$ cat src/gnce_pkg.sv
// ----------------------------------------------------------------------------
// gnce_pkg: shared types and constants for the grid neighbor cell enumerator
// Holds the grid limits, field widths, register indexes and the structs that
// travel between the front, the queue and the back.
// ----------------------------------------------------------------------------
`default_nettype none

package gnce_pkg;

   // grid limits
   localparam int MAX_DIM   = 16;
   localparam int MAX_REACH = 1;
   localparam int NUM_AXES  = 3;

   // internal widths derived from the grid limits
   localparam int CW  = (MAX_DIM > 1) ? $clog2(MAX_DIM) : 1;
   localparam int DW  = $clog2(MAX_DIM + 1);
   localparam int RW  = (MAX_REACH > 0) ? $clog2(MAX_REACH + 1) : 1;
   localparam int EW  = CW + 2;
   localparam int AXW = $clog2(NUM_AXES);

   // field and register widths
   localparam int POS_W      = 24;
   localparam int SCALE_W    = 24;
   localparam int RAD_W      = POS_W + 1;
   localparam int FRAC_W     = 24;
   localparam int PROD_W     = RAD_W + SCALE_W;
   localparam int DIM_REG_W  = 5;
   localparam int CSR_DATA_W = 24;
   localparam int CSR_IDX_W  = 3;
   localparam int ID_W       = 12;
   localparam int COORD_W    = 4;

   // front sequencer: one multiply per axis for the cell and one for the reach
   localparam int NUM_STEPS = 2 * NUM_AXES;
   localparam int STEP_W    = $clog2(NUM_STEPS + 1);

   // queue between front and back
   localparam int QUEUE_DEPTH = 2;

   // axis positions
   localparam int AXIS_X = 0;
   localparam int AXIS_Y = 1;
   localparam int AXIS_Z = 2;

   // register reset values
   localparam logic [DIM_REG_W-1:0] DIM_X_RST = DIM_REG_W'(16);
   localparam logic [DIM_REG_W-1:0] DIM_Y_RST = DIM_REG_W'(16);
   localparam logic [DIM_REG_W-1:0] DIM_Z_RST = DIM_REG_W'(0);
   localparam logic [SCALE_W-1:0]   SCALE_RST = SCALE_W'(65536);
   localparam logic [SCALE_W-1:0]   GUARD_RST = SCALE_W'(0);

   // configuration register indexes
   typedef enum logic [CSR_IDX_W-1:0] {
      REG_DIM_X   = 3'd0,
      REG_DIM_Y   = 3'd1,
      REG_DIM_Z   = 3'd2,
      REG_SCALE_X = 3'd3,
      REG_SCALE_Y = 3'd4,
      REG_SCALE_Z = 3'd5,
      REG_GUARD   = 3'd6
   } csr_reg_type;

   // configuration as seen by the front and back, dims already clamped
   typedef struct packed {
      logic [NUM_AXES-1:0][DW-1:0]      dim;
      logic [NUM_AXES-1:0][SCALE_W-1:0] scale;
      logic [SCALE_W-1:0]               guard;
   } cfg_type;

   // clamped cell box of one query
   typedef struct packed {
      logic [NUM_AXES-1:0][CW-1:0] lo;
      logic [NUM_AXES-1:0][CW-1:0] hi;
   } box_type;

endpackage

`default_nettype wire

$ cat src/gnce_front.sv
// ----------------------------------------------------------------------------
// gnce_front: query intake and box setup
// Takes one query, runs six multiplies through one shared multiplier (cell
// index and reach for each axis), clamps them and pushes the cell box.
// ----------------------------------------------------------------------------
`default_nettype none

module gnce_front (
   input  wire                                 clock,
   input  wire                                 reset,
   input  wire gnce_pkg::cfg_type              cfg,
   input  wire                                 req_valid,
   output logic                                req_stall,
   input  wire [gnce_pkg::POS_W-1:0]           req_pos_x,
   input  wire [gnce_pkg::POS_W-1:0]           req_pos_y,
   input  wire [gnce_pkg::POS_W-1:0]           req_pos_z,
   input  wire [gnce_pkg::POS_W-1:0]           req_reach_range,
   input  wire                                 q_full,
   output logic                                q_push,
   output gnce_pkg::box_type                   q_box
);

   localparam int NA   = gnce_pkg::NUM_AXES;
   localparam int CW   = gnce_pkg::CW;
   localparam int RW   = gnce_pkg::RW;
   localparam int EW   = gnce_pkg::EW;
   localparam int DW   = gnce_pkg::DW;
   localparam int PosW = gnce_pkg::POS_W;
   localparam int RadW = gnce_pkg::RAD_W;
   localparam int ProdW = gnce_pkg::PROD_W;
   localparam int FracW = gnce_pkg::FRAC_W;
   localparam int HiW  = ProdW - FracW;
   localparam int StepW = gnce_pkg::STEP_W;
   localparam int AxW  = gnce_pkg::AXW;

   typedef enum logic [1:0] {
      ST_IDLE,
      ST_MUL,
      ST_PUSH
   } state_type;

   state_type                       state_ff, state_in;
   logic [StepW-1:0]                step_ff, step_in;
   logic                            pvalid_ff, pvalid_in;
   logic [StepW-1:0]                pstep_ff, pstep_in;
   logic [ProdW-1:0]                prod_ff, prod_in;
   logic [NA-1:0][PosW-1:0]         pos_ff, pos_in;
   logic [RadW-1:0]                 radius_ff, radius_in;
   logic [NA-1:0][CW-1:0]           cell_ff, cell_in;
   logic [NA-1:0][RW-1:0]           reach_ff, reach_in;

   logic [AxW-1:0]                  mul_axis;
   logic [RadW-1:0]                 mul_a;
   logic [gnce_pkg::SCALE_W-1:0]    mul_b;
   logic [AxW-1:0]                  p_axis;
   logic [DW-1:0]                   p_dim;
   logic [HiW-1:0]                  p_hi;
   logic [HiW:0]                    p_ceil;
   logic [HiW-1:0]                  p_dlim;

   assign req_stall = (state_ff != ST_IDLE);

   // shared multiplier operands: even steps take the position, odd the radius
   assign mul_axis = step_ff[StepW-1:1];
   always_comb begin
      mul_a = '0;
      mul_b = '0;
      unique case (mul_axis)
         AxW'(gnce_pkg::AXIS_X): begin
            mul_a = step_ff[0] ? radius_ff : RadW'(pos_ff[gnce_pkg::AXIS_X]);
            mul_b = cfg.scale[gnce_pkg::AXIS_X];
         end
         AxW'(gnce_pkg::AXIS_Y): begin
            mul_a = step_ff[0] ? radius_ff : RadW'(pos_ff[gnce_pkg::AXIS_Y]);
            mul_b = cfg.scale[gnce_pkg::AXIS_Y];
         end
         AxW'(gnce_pkg::AXIS_Z): begin
            mul_a = step_ff[0] ? radius_ff : RadW'(pos_ff[gnce_pkg::AXIS_Z]);
            mul_b = cfg.scale[gnce_pkg::AXIS_Z];
         end
         default: begin
            mul_a = '0;
            mul_b = '0;
         end
      endcase
   end

   // post-multiply view of the registered product
   assign p_axis = pstep_ff[StepW-1:1];
   assign p_hi   = prod_ff[ProdW-1:FracW];
   assign p_ceil = {1'b0, p_hi} + (HiW + 1)'(|prod_ff[FracW-1:0]);
   always_comb begin
      p_dim = '0;
      unique case (p_axis)
         AxW'(gnce_pkg::AXIS_X): p_dim = cfg.dim[gnce_pkg::AXIS_X];
         AxW'(gnce_pkg::AXIS_Y): p_dim = cfg.dim[gnce_pkg::AXIS_Y];
         AxW'(gnce_pkg::AXIS_Z): p_dim = cfg.dim[gnce_pkg::AXIS_Z];
         default:                p_dim = '0;
      endcase
   end
   assign p_dlim = HiW'(p_dim) - HiW'(1);

   // clamp cell box per axis
   always_comb begin
      logic [EW-1:0] c_e;
      logic [EW-1:0] r_e;
      logic [EW-1:0] lo_e;
      logic [EW-1:0] hi_e;
      logic [EW-1:0] d_e;
      q_box = '0;
      for (int a = 0; a < NA; a++) begin
         c_e  = EW'(cell_ff[a]);
         r_e  = EW'(reach_ff[a]);
         d_e  = EW'(cfg.dim[a]);
         lo_e = (c_e >= r_e) ? (c_e - r_e) : '0;
         hi_e = c_e + r_e;
         if (d_e == '0) begin
            hi_e = '0;
         end else if (hi_e > d_e - EW'(1)) begin
            hi_e = d_e - EW'(1);
         end
         q_box.lo[a] = CW'(lo_e);
         q_box.hi[a] = CW'(hi_e);
      end
   end

   // sequencer next state
   always_comb begin
      state_in  = state_ff;
      step_in   = step_ff;
      pvalid_in = 1'b0;
      pstep_in  = pstep_ff;
      prod_in   = prod_ff;
      pos_in    = pos_ff;
      radius_in = radius_ff;
      cell_in   = cell_ff;
      reach_in  = reach_ff;
      q_push    = 1'b0;

      unique case (state_ff)
         ST_IDLE: begin
            if (req_valid) begin
               pos_in[gnce_pkg::AXIS_X] = req_pos_x;
               pos_in[gnce_pkg::AXIS_Y] = req_pos_y;
               pos_in[gnce_pkg::AXIS_Z] = req_pos_z;
               radius_in = RadW'(req_reach_range) + RadW'(cfg.guard);
               step_in   = '0;
               state_in  = ST_MUL;
            end
         end
         ST_MUL: begin
            if (step_ff == StepW'(gnce_pkg::NUM_STEPS)) begin
               state_in = ST_PUSH;
            end else begin
               prod_in   = ProdW'(mul_a * mul_b);
               pstep_in  = step_ff;
               pvalid_in = 1'b1;
               step_in   = step_ff + StepW'(1);
            end
         end
         ST_PUSH: begin
            q_push = !q_full;
            if (!q_full) begin
               state_in = ST_IDLE;
            end
         end
         default: state_in = ST_IDLE;
      endcase

      // fold the previous product into a cell index or a reach
      if (pvalid_ff) begin
         if (pstep_ff[0]) begin
            if (p_dim == '0) begin
               reach_in[p_axis] = '0;
            end else if (p_ceil > (HiW + 1)'(gnce_pkg::MAX_REACH)) begin
               reach_in[p_axis] = RW'(gnce_pkg::MAX_REACH);
            end else begin
               reach_in[p_axis] = RW'(p_ceil);
            end
         end else begin
            if (p_dim == '0) begin
               cell_in[p_axis] = '0;
            end else if (p_hi > p_dlim) begin
               cell_in[p_axis] = CW'(p_dlim);
            end else begin
               cell_in[p_axis] = CW'(p_hi);
            end
         end
      end
   end

   // state and working registers
   always_ff @(posedge clock) begin
      step_ff   <= step_in;
      pstep_ff  <= pstep_in;
      prod_ff   <= prod_in;
      pos_ff    <= pos_in;
      radius_ff <= radius_in;
      cell_ff   <= cell_in;
      reach_ff  <= reach_in;
      if (reset) begin
         state_ff  <= ST_IDLE;
         pvalid_ff <= 1'b0;
      end else begin
         state_ff  <= state_in;
         pvalid_ff <= pvalid_in;
      end
   end

`ifndef ASSERT_OFF
   // a pushed box is never empty on any axis
   assert property (@(posedge clock) disable iff (reset)
      q_push |-> (q_box.lo[0] <= q_box.hi[0]) && (q_box.lo[1] <= q_box.hi[1])
                 && (q_box.lo[2] <= q_box.hi[2]))
      else $error("front pushed an empty box");
`endif

endmodule

`default_nettype wire

$ cat src/gnce_queue.sv
// ----------------------------------------------------------------------------
// gnce_queue: box queue between front and back
// Small first-in first-out store of cell boxes so that the front can set up
// the next query while the back is still walking the current one.
// ----------------------------------------------------------------------------
`default_nettype none

module gnce_queue #(
   parameter int DEPTH = gnce_pkg::QUEUE_DEPTH
) (
   input  wire                    clock,
   input  wire                    reset,
   input  wire                    push,
   input  wire gnce_pkg::box_type push_box,
   input  wire                    pop,
   output gnce_pkg::box_type      head_box,
   output logic                   full,
   output logic                   empty
);

   localparam int PtrW = (DEPTH > 1) ? $clog2(DEPTH) : 1;
   localparam int CntW = $clog2(DEPTH + 1);

   gnce_pkg::box_type entry_ff [DEPTH];
   logic [PtrW-1:0]   wr_ptr_ff, wr_ptr_in;
   logic [PtrW-1:0]   rd_ptr_ff, rd_ptr_in;
   logic [CntW-1:0]   count_ff, count_in;

   assign full     = (count_ff == CntW'(DEPTH));
   assign empty    = (count_ff == '0);
   assign head_box = entry_ff[rd_ptr_ff];

   // pointer and fill count update
   always_comb begin
      wr_ptr_in = wr_ptr_ff;
      rd_ptr_in = rd_ptr_ff;
      count_in  = count_ff;
      if (push) begin
         wr_ptr_in = (wr_ptr_ff == PtrW'(DEPTH - 1)) ? '0 : wr_ptr_ff + PtrW'(1);
      end
      if (pop) begin
         rd_ptr_in = (rd_ptr_ff == PtrW'(DEPTH - 1)) ? '0 : rd_ptr_ff + PtrW'(1);
      end
      if (push && !pop) begin
         count_in = count_ff + CntW'(1);
      end else if (pop && !push) begin
         count_in = count_ff - CntW'(1);
      end
   end

   // storage
   always_ff @(posedge clock) begin
      if (push) begin
         entry_ff[wr_ptr_ff] <= push_box;
      end
   end

   always_ff @(posedge clock) begin
      if (reset) begin
         wr_ptr_ff <= '0;
         rd_ptr_ff <= '0;
         count_ff  <= '0;
      end else begin
         wr_ptr_ff <= wr_ptr_in;
         rd_ptr_ff <= rd_ptr_in;
         count_ff  <= count_in;
      end
   end

`ifndef ASSERT_OFF
   // no push into a full queue, no pop from an empty one
   assert property (@(posedge clock) disable iff (reset) !(push && full))
      else $error("queue overflow");
   assert property (@(posedge clock) disable iff (reset) !(pop && empty))
      else $error("queue underflow");
   // fill count follows the pointers
   assert property (@(posedge clock) disable iff (reset)
      (count_ff == '0 || count_ff == CntW'(DEPTH)) |-> (wr_ptr_ff == rd_ptr_ff))
      else $error("queue pointers out of step with count");
`endif

endmodule

`default_nettype wire

$ cat src/gnce_back.sv
// ----------------------------------------------------------------------------
// gnce_back: cell box walker
// Pops one box at a time and emits every cell in it in row-major order, x outermost
// and z innermost, one word per cycle into the output register while it is not stalled.
// ----------------------------------------------------------------------------
`default_nettype none

module gnce_back (
   input  wire                          clock,
   input  wire                          reset,
   input  wire gnce_pkg::cfg_type       cfg,
   input  wire                          q_empty,
   input  wire gnce_pkg::box_type       q_box,
   output logic                         q_pop,
   output logic                         rsp_valid,
   input  wire                          rsp_stall,
   output logic [gnce_pkg::ID_W-1:0]    rsp_cell_id,
   output logic [gnce_pkg::COORD_W-1:0] rsp_cell_x,
   output logic [gnce_pkg::COORD_W-1:0] rsp_cell_y,
   output logic [gnce_pkg::COORD_W-1:0] rsp_cell_z,
   output logic                         rsp_last_cell
);

   localparam int CW    = gnce_pkg::CW;
   localparam int DW    = gnce_pkg::DW;
   localparam int IdW   = gnce_pkg::ID_W;
   localparam int CoordW = gnce_pkg::COORD_W;
   localparam int StrW  = 2 * DW;
   localparam int IdFullW = CW + StrW + 1;
   localparam int AX    = gnce_pkg::AXIS_X;
   localparam int AY    = gnce_pkg::AXIS_Y;
   localparam int AZ    = gnce_pkg::AXIS_Z;

   logic                 active_ff, active_in;
   gnce_pkg::box_type    box_ff, box_in;
   logic [CW-1:0]        cur_x_ff, cur_x_in;
   logic [CW-1:0]        cur_y_ff, cur_y_in;
   logic [CW-1:0]        cur_z_ff, cur_z_in;
   logic [StrW-1:0]      stride_x_ff, stride_x_in;
   logic [DW-1:0]        stride_y_ff, stride_y_in;
   logic                 rsp_valid_ff, rsp_valid_in;
   logic [IdW-1:0]       id_ff, id_in;
   logic [CoordW-1:0]    x_ff, x_in;
   logic [CoordW-1:0]    y_ff, y_in;
   logic [CoordW-1:0]    z_ff, z_in;
   logic                 last_ff, last_in;

   logic                 load_out;
   logic                 emit;
   logic                 at_last;
   logic [DW-1:0]        size_y;
   logic [DW-1:0]        size_z;
   logic [IdFullW-1:0]   id_full;

   // an unused axis counts as one cell
   assign size_y = (cfg.dim[AY] == '0) ? DW'(1) : cfg.dim[AY];
   assign size_z = (cfg.dim[AZ] == '0) ? DW'(1) : cfg.dim[AZ];

   assign load_out = !rsp_valid_ff || !rsp_stall;
   assign emit     = active_ff && load_out;
   assign q_pop    = !active_ff && !q_empty;
   assign at_last  = (cur_x_ff == box_ff.hi[AX]) && (cur_y_ff == box_ff.hi[AY])
                     && (cur_z_ff == box_ff.hi[AZ]);
   assign id_full  = IdFullW'(cur_x_ff) * IdFullW'(stride_x_ff)
                     + IdFullW'(cur_y_ff) * IdFullW'(stride_y_ff)
                     + IdFullW'(cur_z_ff);

   // walker and output register next state
   always_comb begin
      active_in    = active_ff;
      box_in       = box_ff;
      cur_x_in     = cur_x_ff;
      cur_y_in     = cur_y_ff;
      cur_z_in     = cur_z_ff;
      stride_x_in  = stride_x_ff;
      stride_y_in  = stride_y_ff;
      rsp_valid_in = rsp_valid_ff;
      id_in        = id_ff;
      x_in         = x_ff;
      y_in         = y_ff;
      z_in         = z_ff;
      last_in      = last_ff;

      if (load_out) begin
         rsp_valid_in = active_ff;
      end

      if (q_pop) begin
         // start a new box at its low corner
         active_in   = 1'b1;
         box_in      = q_box;
         cur_x_in    = q_box.lo[AX];
         cur_y_in    = q_box.lo[AY];
         cur_z_in    = q_box.lo[AZ];
         stride_x_in = StrW'(size_y) * StrW'(size_z);
         stride_y_in = size_z;
      end else if (emit) begin
         id_in   = IdW'(id_full);
         x_in    = CoordW'(cur_x_ff);
         y_in    = CoordW'(cur_y_ff);
         z_in    = CoordW'(cur_z_ff);
         last_in = at_last;
         // step z fastest, then y, then x
         if (at_last) begin
            active_in = 1'b0;
         end else if (cur_z_ff != box_ff.hi[AZ]) begin
            cur_z_in = cur_z_ff + CW'(1);
         end else if (cur_y_ff != box_ff.hi[AY]) begin
            cur_z_in = box_ff.lo[AZ];
            cur_y_in = cur_y_ff + CW'(1);
         end else begin
            cur_z_in = box_ff.lo[AZ];
            cur_y_in = box_ff.lo[AY];
            cur_x_in = cur_x_ff + CW'(1);
         end
      end
   end

   always_ff @(posedge clock) begin
      box_ff      <= box_in;
      cur_x_ff    <= cur_x_in;
      cur_y_ff    <= cur_y_in;
      cur_z_ff    <= cur_z_in;
      stride_x_ff <= stride_x_in;
      stride_y_ff <= stride_y_in;
      id_ff       <= id_in;
      x_ff        <= x_in;
      y_ff        <= y_in;
      z_ff        <= z_in;
      last_ff     <= last_in;
      if (reset) begin
         active_ff    <= 1'b0;
         rsp_valid_ff <= 1'b0;
      end else begin
         active_ff    <= active_in;
         rsp_valid_ff <= rsp_valid_in;
      end
   end

   assign rsp_valid     = rsp_valid_ff;
   assign rsp_cell_id   = id_ff;
   assign rsp_cell_x    = x_ff;
   assign rsp_cell_y    = y_ff;
   assign rsp_cell_z    = z_ff;
   assign rsp_last_cell = last_ff;

`ifndef ASSERT_OFF
   // the cursor stays inside the box while walking
   assert property (@(posedge clock) disable iff (reset)
      active_ff |-> (cur_x_ff >= box_ff.lo[AX]) && (cur_x_ff <= box_ff.hi[AX])
                    && (cur_y_ff >= box_ff.lo[AY]) && (cur_y_ff <= box_ff.hi[AY])
                    && (cur_z_ff >= box_ff.lo[AZ]) && (cur_z_ff <= box_ff.hi[AZ]))
      else $error("cursor left the box");
   // the last cell of a box ends the walk
   assert property (@(posedge clock) disable iff (reset)
      (emit && at_last) |=> !active_ff && rsp_valid_ff && rsp_last_cell)
      else $error("walk did not end on the last cell");
`endif

endmodule

`default_nettype wire

$ cat src/grid_neighbor_cell_enumerator_unit.sv
// ----------------------------------------------------------------------------
// grid_neighbor_cell_enumerator_unit: uniform-grid neighbor cell enumerator
// Maps a query position to a 3D grid cell, widens it by the reach in cells
// and lists every cell of the clamped box with its row-major id.
// ----------------------------------------------------------------------------
//   csr_*  : plain write port for dims, per-axis scales and guard distance;
//            write only while no query is in flight.
//   req_*  : one query word (position and range), taken when req_valid is
//            high and req_stall is low; the front takes no new query until it
//            has run six products through one shared 24x25 multiplier and pushed the box.
//   rsp_*  : one word per cell of the box, 1 to 27 words per query, the final
//            one flagged by rsp_last_cell; taken when rsp_valid && !rsp_stall.
// An accepted query runs its multiply steps and then pushes its box; the walker loads
//   each box before its first cell and then emits one cell per cycle while the output
//   is not stalled.
// Reset clears all control state, the queue and the output valid flag, and
//   loads the register defaults (16 x 16 grid, z unused, scale 1/256 cell per unit, no guard).
// A stalled receiver holds the output word; the walker and then the two-entry
//   box queue fill, after which req_stall stays high.
// ----------------------------------------------------------------------------
`default_nettype none

module grid_neighbor_cell_enumerator_unit #(
   parameter int QUEUE_DEPTH = gnce_pkg::QUEUE_DEPTH
) (
   input  wire                              clock,
   input  wire                              reset,
   input  wire                              csr_write,
   input  wire [gnce_pkg::CSR_IDX_W-1:0]    csr_index,
   input  wire [gnce_pkg::CSR_DATA_W-1:0]   csr_data,
   input  wire                              req_valid,
   output logic                             req_stall,
   input  wire [gnce_pkg::POS_W-1:0]        req_pos_x,
   input  wire [gnce_pkg::POS_W-1:0]        req_pos_y,
   input  wire [gnce_pkg::POS_W-1:0]        req_pos_z,
   input  wire [gnce_pkg::POS_W-1:0]        req_reach_range,
   output logic                             rsp_valid,
   input  wire                              rsp_stall,
   output logic [gnce_pkg::ID_W-1:0]        rsp_cell_id,
   output logic [gnce_pkg::COORD_W-1:0]     rsp_cell_x,
   output logic [gnce_pkg::COORD_W-1:0]     rsp_cell_y,
   output logic [gnce_pkg::COORD_W-1:0]     rsp_cell_z,
   output logic                             rsp_last_cell
);

   localparam int DimRegW = gnce_pkg::DIM_REG_W;
   localparam int ScaleW  = gnce_pkg::SCALE_W;
   localparam int DW      = gnce_pkg::DW;

   logic [DimRegW-1:0] dim_x_ff, dim_y_ff, dim_z_ff;
   logic [ScaleW-1:0]  scale_x_ff, scale_y_ff, scale_z_ff;
   logic [ScaleW-1:0]  guard_ff;

   gnce_pkg::cfg_type  cfg;
   gnce_pkg::box_type  push_box;
   gnce_pkg::box_type  head_box;
   logic               q_push;
   logic               q_pop;
   logic               q_full;
   logic               q_empty;

   // configuration registers
   always_ff @(posedge clock) begin
      if (reset) begin
         dim_x_ff   <= gnce_pkg::DIM_X_RST;
         dim_y_ff   <= gnce_pkg::DIM_Y_RST;
         dim_z_ff   <= gnce_pkg::DIM_Z_RST;
         scale_x_ff <= gnce_pkg::SCALE_RST;
         scale_y_ff <= gnce_pkg::SCALE_RST;
         scale_z_ff <= gnce_pkg::SCALE_RST;
         guard_ff   <= gnce_pkg::GUARD_RST;
      end else if (csr_write) begin
         unique case (gnce_pkg::csr_reg_type'(csr_index))
            gnce_pkg::REG_DIM_X:   dim_x_ff   <= csr_data[DimRegW-1:0];
            gnce_pkg::REG_DIM_Y:   dim_y_ff   <= csr_data[DimRegW-1:0];
            gnce_pkg::REG_DIM_Z:   dim_z_ff   <= csr_data[DimRegW-1:0];
            gnce_pkg::REG_SCALE_X: scale_x_ff <= csr_data[ScaleW-1:0];
            gnce_pkg::REG_SCALE_Y: scale_y_ff <= csr_data[ScaleW-1:0];
            gnce_pkg::REG_SCALE_Z: scale_z_ff <= csr_data[ScaleW-1:0];
            gnce_pkg::REG_GUARD:   guard_ff   <= csr_data[ScaleW-1:0];
            default: ;
         endcase
      end
   end

   // dims above the grid limit act as the limit
   function automatic logic [DW-1:0] clamp_dim(input logic [DimRegW-1:0] d);
      logic [DW-1:0] r;
      if (32'(d) > gnce_pkg::MAX_DIM) begin
         r = DW'(gnce_pkg::MAX_DIM);
      end else begin
         r = DW'(d);
      end
      return r;
   endfunction

   assign cfg.dim[gnce_pkg::AXIS_X]   = clamp_dim(dim_x_ff);
   assign cfg.dim[gnce_pkg::AXIS_Y]   = clamp_dim(dim_y_ff);
   assign cfg.dim[gnce_pkg::AXIS_Z]   = clamp_dim(dim_z_ff);
   assign cfg.scale[gnce_pkg::AXIS_X] = scale_x_ff;
   assign cfg.scale[gnce_pkg::AXIS_Y] = scale_y_ff;
   assign cfg.scale[gnce_pkg::AXIS_Z] = scale_z_ff;
   assign cfg.guard                   = guard_ff;

   // query intake and box setup
   gnce_front u_front (
      .clock           (clock),
      .reset           (reset),
      .cfg             (cfg),
      .req_valid       (req_valid),
      .req_stall       (req_stall),
      .req_pos_x       (req_pos_x),
      .req_pos_y       (req_pos_y),
      .req_pos_z       (req_pos_z),
      .req_reach_range (req_reach_range),
      .q_full          (q_full),
      .q_push          (q_push),
      .q_box           (push_box)
   );

   // box queue
   gnce_queue #(
      .DEPTH (QUEUE_DEPTH)
   ) u_queue (
      .clock    (clock),
      .reset    (reset),
      .push     (q_push),
      .push_box (push_box),
      .pop      (q_pop),
      .head_box (head_box),
      .full     (q_full),
      .empty    (q_empty)
   );

   // cell walker
   gnce_back u_back (
      .clock         (clock),
      .reset         (reset),
      .cfg           (cfg),
      .q_empty       (q_empty),
      .q_box         (head_box),
      .q_pop         (q_pop),
      .rsp_valid     (rsp_valid),
      .rsp_stall     (rsp_stall),
      .rsp_cell_id   (rsp_cell_id),
      .rsp_cell_x    (rsp_cell_x),
      .rsp_cell_y    (rsp_cell_y),
      .rsp_cell_z    (rsp_cell_z),
      .rsp_last_cell (rsp_last_cell)
   );

endmodule

`default_nettype wire

$ cat config.mk
export PLATFORM = sky130hd
export DESIGN_NAME = grid_neighbor_cell_enumerator_unit
export DESIGN_NICKNAME = d
export VERILOG_FILES = /design/src/gnce_pkg.sv /design/src/gnce_front.sv /design/src/gnce_queue.sv /design/src/gnce_back.sv /design/src/grid_neighbor_cell_enumerator_unit.sv
export SDC_FILE = /design/constraint.sdc
export NUM_CORES = 2
export LEC_CHECK = 0
export BUFFER_PORTS_ARGS = -buffer_cell sky130_fd_sc_hd__buf_2
export CAP_MARGIN = 0
export CORE_MARGIN = 1
export CORE_UTILIZATION = 65
export DETAILED_ROUTE_END_ITERATION = 12
export GPL_TIMING_DRIVEN = 1
export PLACE_DENSITY = 0.9
export REMOVE_ABC_BUFFERS = 1
export SLEW_MARGIN = 20
export SYNTH_ARGS = -nofsm -noshare
export SYNTH_HDL_FRONTEND = slang
export SYNTH_SLANG_ARGS = --single-unit
$ cat constraint.sdc
create_clock -name clock -period 20.4 [get_ports clock]
set_input_delay 5.1 -clock clock [delete_from_list [all_inputs] [get_ports clock]]
set_output_delay 5.1 -clock clock [all_outputs]
set_load 0.01 [all_outputs]
After elaboration in Yosys (flattened, before gate mapping)
Memory sizes are Yosys's and may differ from the RTL's. A register that Yosys moved wholly into a read port is not among the register bits.
Cells that the tools add are included.
Widths: inputs -> output; s select.
{"block": "op_classes", "mul": 4, "mux": 65, "n_reduce_logical": 49, "eq_ne": 26, "order_cmp": 13, "n_addsub": 22, "n_bitwise": 9}
{"operator": "$mux 4", "n": 24}
{"operator": "$mux 25", "n": 3}
{"operator": "$pmux 25 s3", "n": 1}
{"operator": "$pmux 24 s3", "n": 1}
{"operator": "$mul 25x24->49", "n": 1}
{"operator": "$reduce_and 2->1", "n": 14}
{"operator": "$add 25x1->26", "n": 1}
{"operator": "$gt 26x1->1 const B", "n": 1}
{"operator": "$add 24x24->25", "n": 1}
{"operator": "$gt 25x25->1", "n": 1}
{"operator": "$mux 5", "n": 5}
{"operator": "$bwmux 12", "n": 2}
{"operator": "$mux 12", "n": 2}
{"operator": "$reduce_or 24->1", "n": 1}
{"operator": "$sub 5x1->6 const B", "n": 4}
{"operator": "$logic_not 5->1", "n": 4}
{"operator": "$gt 5x6->1", "n": 3}
{"operator": "$add 4x1->5", "n": 3}
{"operator": "$gt 5x5->1 const B", "n": 3}
{"operator": "$pmux 5 s3", "n": 1}
{"operator": "$add 12x4->12", "n": 1}
{"operator": "$add 12x9->12", "n": 1}
{"operator": "$add 4x1->4 const B", "n": 3}
{"operator": "$and 12x12->12", "n": 1}
{"operator": "other kinds (42)", "n": 106}
{"block": "totals", "mem_count": 1, "wordCells": 231, "input_bits": 128, "reg_bits": 359, "mem_bits_rw": 48}
{"name": "u_queue.entry_ff", "words": 2, "word_bits": 24, "read_ports": 1, "rd_clocked_by_memory_dff": 1, "write_ports": 1, "line": "gnce_queue.sv:24", "rtl": "gnce_pkg::box_type entry_ff [DEPTH];"}

Longest topological paths before layout
{"block": "logic_depth", "ltp_word": 7, "ltp_mapped": 34, "ltp_nobuf": 31}

Modules after synthesis
From an unflattened synthesis, not the netlist that was laid out.
{"block": "unflattened", "cells_unflattened": 4287, "hier_area_um2": 41840.1}
{"mod": "gnce_front", "seq_area_each_um2": 5074.9, "cells_per_inst": 3281, "area_per_inst_um2": 29766.0, "n_inst": 1}
{"mod": "gnce_back", "seq_area_each_um2": 2202.1, "cells_per_inst": 496, "area_per_inst_um2": 5641.7, "n_inst": 1}
{"mod": "grid_neighbor_cell_enumerator_unit", "seq_area_each_um2": 2222.1, "cells_per_inst": 413, "area_per_inst_um2": 4493.1, "n_inst": 1}
{"mod": "gnce_queue", "seq_area_each_um2": 1541.5, "cells_per_inst": 97, "area_per_inst_um2": 1939.4, "n_inst": 1}

Worst setup path before layout
Ideal clock, no wire load.
{"block": "synth_timing", "kind": "in2reg", "startpoint": "in req_valid", "endpoint": "reg u_front.pos_ff[0] (netlist name), enable pin", "setup_ns": 0.554, "n_path_buf": 0, "path_stages": 2, "path_slack_ns": 10.692, "arrival_time_ns": 9.154, "required_time_ns": 19.846, "path_cell_list": "inv_1 > nor2_1"}
{"block": "synth_between", "elab_chain_len": 1}
{"element": "from (decl)", "line": "grid_neighbor_cell_enumerator_unit.sv:31", "rtl": "input wire req_valid,"}
{"element": "$reduce_and 2->1 (no source line)"}
{"element": "to (signal assigned)", "line": "gnce_front.sv:197", "rtl": "pos_ff <= pos_in;"}
{"element": "to (decl)", "line": "gnce_front.sv:47", "rtl": "logic [NA-1:0][PosW-1:0] pos_ff, pos_in;"}
No other way between the ends.
A chain may end at the register's enable or synchronous reset.

Final worst setup path
{"block": "layout_timing", "startpoint": "reg u_front.step_ff[1]", "endpoint": "reg u_front.prod_ff[44], data pin"}
{"block": "layout_between", "elab_chain_len": 3, "word_cells_on_any_way": 6}
{"element": "from (decl)", "line": "gnce_front.sv:43", "rtl": "logic [StepW-1:0] step_ff, step_in;"}
{"element": "from (signal assigned)", "line": "gnce_front.sv:194", "rtl": "step_ff <= step_in;"}
{"element": "$eq 2x2->1 (tied with other cells)", "line": "gnce_front.sv:68", "rtl": "unique case (mul_axis)"}
{"element": "$pmux 25 s3 or $pmux 24 s3 (tied branches)", "line": "gnce_front.sv:68"}
{"element": "$mul 25x24->49 *", "line": "gnce_front.sv:155", "rtl": "prod_in = ProdW'(mul_a * mul_b);"}
{"element": "to (signal assigned)", "line": "gnce_front.sv:196", "rtl": "prod_ff <= prod_in;"}
{"element": "to (decl)", "line": "gnce_front.sv:46", "rtl": "logic [ProdW-1:0] prod_ff, prod_in;"}
Mark *: on every way between the ends. The rest lies on a longest branch, timed or not.

==> reports/metrics.yaml <==
hold_path_class: "reg -> reg"
grt_pass1_wl_um: 185000
holdPathEnd: "scale_x_ff[23]"
cp_common_cell: "fa_1"
first_pass_iters: 9
cp_max_fo: 73
vias: 32200
syn_area_per_cell_um2: 9.41
reg2reg_slack_ps: 10360
io_buffers: 154
yosysSeqAreaShare: 0.268
grt_max_degree: 82
start_util: 0.663
wirelength_um: 120000
required_ps: 20730
grt_pass1_vias: 33500
period_minus_slack_ps: 10040
fin_crit_sh: 0.492
power_frac_comb: 0.514
worstPathArrival_ps: 10370
hold_start: "scale_x_ff[23]"
wire_per_inst_um: 22.5
cts_setup_buffers: 0
slowest_stage: "and2_1"
power_mw: 4.21
max_freq_mhz: 99.6
leakagePower_nw: 20.2
seqPwrFrac: 0.291
setup_viol: 0
hold_viol: 0
whs_path_depth: 2
route.antenna.remaining_nets: 0
max_slew_margin: 0.151
max_stage_delay_ps: 980
clk_pin_slew_worst_paths_ps: 60
gp_congestion: 1.02
switching_share: 0.422
power.density_mw_per_mm2: 95.3
core-area_mm2: 0.0622
ctsHoldBuffers: 0
worst_r2r_path_depth: 28
dominantRegCellSynth: "edfxtp_1"
mostFrequentLayoutCells: "nand2_1, inv_1, fa_1"
tns_ps: 0
cts_made_buffers: 45
globalRouteOverflowTotal: 0
switchingPower_mw: 1.78
internal_power_mw: 2.43
cap_violations: 0
die_area_mm2: 0.0644
cts_max_level: 2
final_nets: 5440
drtIter0Drc: 3449
cts_tree: "done"
syn_to_final_growth_pct: 7.23
cts-root-buf: "clkbuf_16"
synth_edf_count: 287
fp.dieW_um: 254
slew_violations: 0
fp.dieH_um: 254
status: "finished, final reports clean"
regToRegEndpoint: "u_front.prod_ff[44]"
async_flop_share: 0
netlist_top_cells_area: "fa_1, edfxtp_1, ha_1"
path_class: "reg -> reg"
drive_gt1_frac: 0.0772
clock_path_buffers: 3
syn_area_mm2: 0.0412
synth_top_area_frac: 0.268
rows: 91
grt_util_all_layers: 0.382
io_pins: 155
n_antenna_cell: 0
ys_types: 75
r2r-start: "u_front.step_ff[1]"
cts-resized-gates: 0
critPathLaunchType: "flip-flop"
clkPwrFrac: 0.196
hpwl_um: 90600
yosys_register_bits: 408
ir_drop_v: 0.000170
clock_sinks: 408
detail_route.vias_per_cell: 6.05
yosys.area.top_type: "fa_1"
worst_pin_slew_ps: 1270
drc_errors: 0
yosysWarnings: 0
antenna_found_initial: 0
rsz0062_at_grt: "false"
clock_latency_ps: 610
final_common_cell: "nand2_1"
syn_inst: 4378
fin_skew_ps: 67.5
worstSetupEndpointType: "flip-flop"
## metal layers
layer | track usage | vias to the layer above | routed length, um
li1 | - | 14100 | -
met1 | 0.458 | 15500 | 42400
met2 | 0.614 | 2050 | 54500
met3 | 0.0995 | 566 | 13700
met4 | 0.241 | 0 | 9120
met5 | 0 | - | 0
## cell usage after synthesis, types with 8 or more instances
| cell type | n |
|---|---|
| nor2_1 | 359 |
| edfxtp_1 | 287 |
| clkbuf_1 | 141 |
| mux2_2 | 40 |
| nand2b_1 | 28 |
| o21ai_1 | 19 |
| a211oi_1 | 18 |
| nor4_1 | 11 |
| a31oi_1 | 8 |
| dfxtp_1 | 121 |
| fa_1 | 552 |
| nand3_1 | 39 |
| nor3_1 | 38 |
| nor2b_1 | 39 |
| buf_1 | 9 |
| o21a_1 | 28 |
| xor2_1 | 32 |
| o21ai_0 | 92 |
| o21bai_1 | 20 |
| and3_1 | 15 |
| or2_2 | 8 |
| mux2i_1 | 73 |
| nand2_1 | 730 |
| inv_1 | 726 |
| and2_1 | 88 |
| nand4_1 | 18 |
| a21o_1 | 67 |
| xnor2_1 | 95 |
| buf_2 | 25 |
| ha_1 | 317 |
| a21oi_1 | 244 |
## power by group through the flow
stage / sequential (mW) / clock [mW] / combinational (mW)
5_1_grt: 1.23 / 0.859 / 2.41
2_1_floorplan: 1.23 / 0 / 1.49
6_report: 1.22 / 0.825 / 2.16
3_3_place_gp: 1.23 / 0 / 1.97
4_1_cts: 1.22 / 0.828 / 2.14
3_5_place_dp: 1.23 / 0 / 2.10
## worst max-delay path: cells and delay by family, from the launching register on
| kind | cells | cell delay [ps] |
|---|---|---|
| fa+ha+maj | 8 | 4070 |
| compound gates | 10 | 2250 |
| simple gates | 3 | 1300 |
| buf+inv | 5 | 1200 |
| flops | 1 | 520 |
| mux | 1 | 180 |
| xor+xnor | 1 | 170 |
## kinds of logic after synthesis
| group | after synthesis | synth area share |
|---|---|---|
| fa+ha+maj | 869 | 0.365 |
| compound gates | 561 | 0.0835 |
| mux | 113 | 0.0287 |
| buf+inv | 903 | 0.0830 |
| xor+xnor | 127 | 0.0270 |
| flops | 408 | 0.268 |
| simple gates | 1397 | 0.145 |
## stage by stage
stage | util | worst slack [ps] | area (um2) | instances | hold WS (ps)
2_1_floorplan | - | 10350 | 40500 | 4203 | 430
3_3_place_gp | 0.686 | 10910 | 42600 | 5233 | 441
3_5_place_dp | 0.686 | 10530 | 42600 | 5233 | 446
4_1_cts | 0.710 | 10470 | 44200 | 5317 | 455
5_1_grt | 0.711 | 9940 | 44200 | 5317 | 468
6_report | 0.711 | 10360 | 44200 | 5317 | 456
## registers in the layout, summed over array words and instances, names as in the netlist, 4 cells and up, named ones only
name                count
dim_x_ff                5
u_back.stride_x_ff     10
scale_x_ff             24
u_back.cur_y_ff         4
u_back.rsp_cell_y       4
u_queue.entry_ff       48
dim_y_ff                5
u_back.rsp_cell_x       4
u_back.cur_x_ff         4
u_back.rsp_cell_z       4
u_back.cur_z_ff         4
u_front.pos_ff         72
u_back.stride_y_ff      5
dim_z_ff                5
scale_y_ff             24
guard_ff               24
u_back.rsp_cell_id     12
u_front.prod_ff        49
scale_z_ff             24
u_back.box_ff          20
u_front.radius_ff      25
u_front.cell_ff        12
## worst max path at each step
stage	from	endpoint	slack [ps]	depth (start not counted)
4_1_cts	u_front.step_ff[1]	u_front.prod_ff[44]	10470	28
6_report	u_front.step_ff[1]	u_front.prod_ff[44]	10360	28
5_1_grt	u_front.step_ff[1]	u_front.prod_ff[45]	9940	30
3_3_place_gp	u_front.step_ff[1]	u_front.prod_ff[44]	10910	28
2_1_floorplan	u_front.step_ff[1]	u_front.prod_ff[45]	10350	24
3_5_place_dp	u_front.step_ff[1]	u_front.prod_ff[44]	10530	28
## final cells by class
type	count	area [um2]
Clock buffer	62	1310
Clock inverter	22	208
Fill cell	4461	18000
Inverter	728	2730
Multi-Input combinational cell	3067	26800
Sequential cell	408	11000
Tap cell	837	1050
Timing Repair Buffer	193	1070
Power figures use the tool's default switching activity.
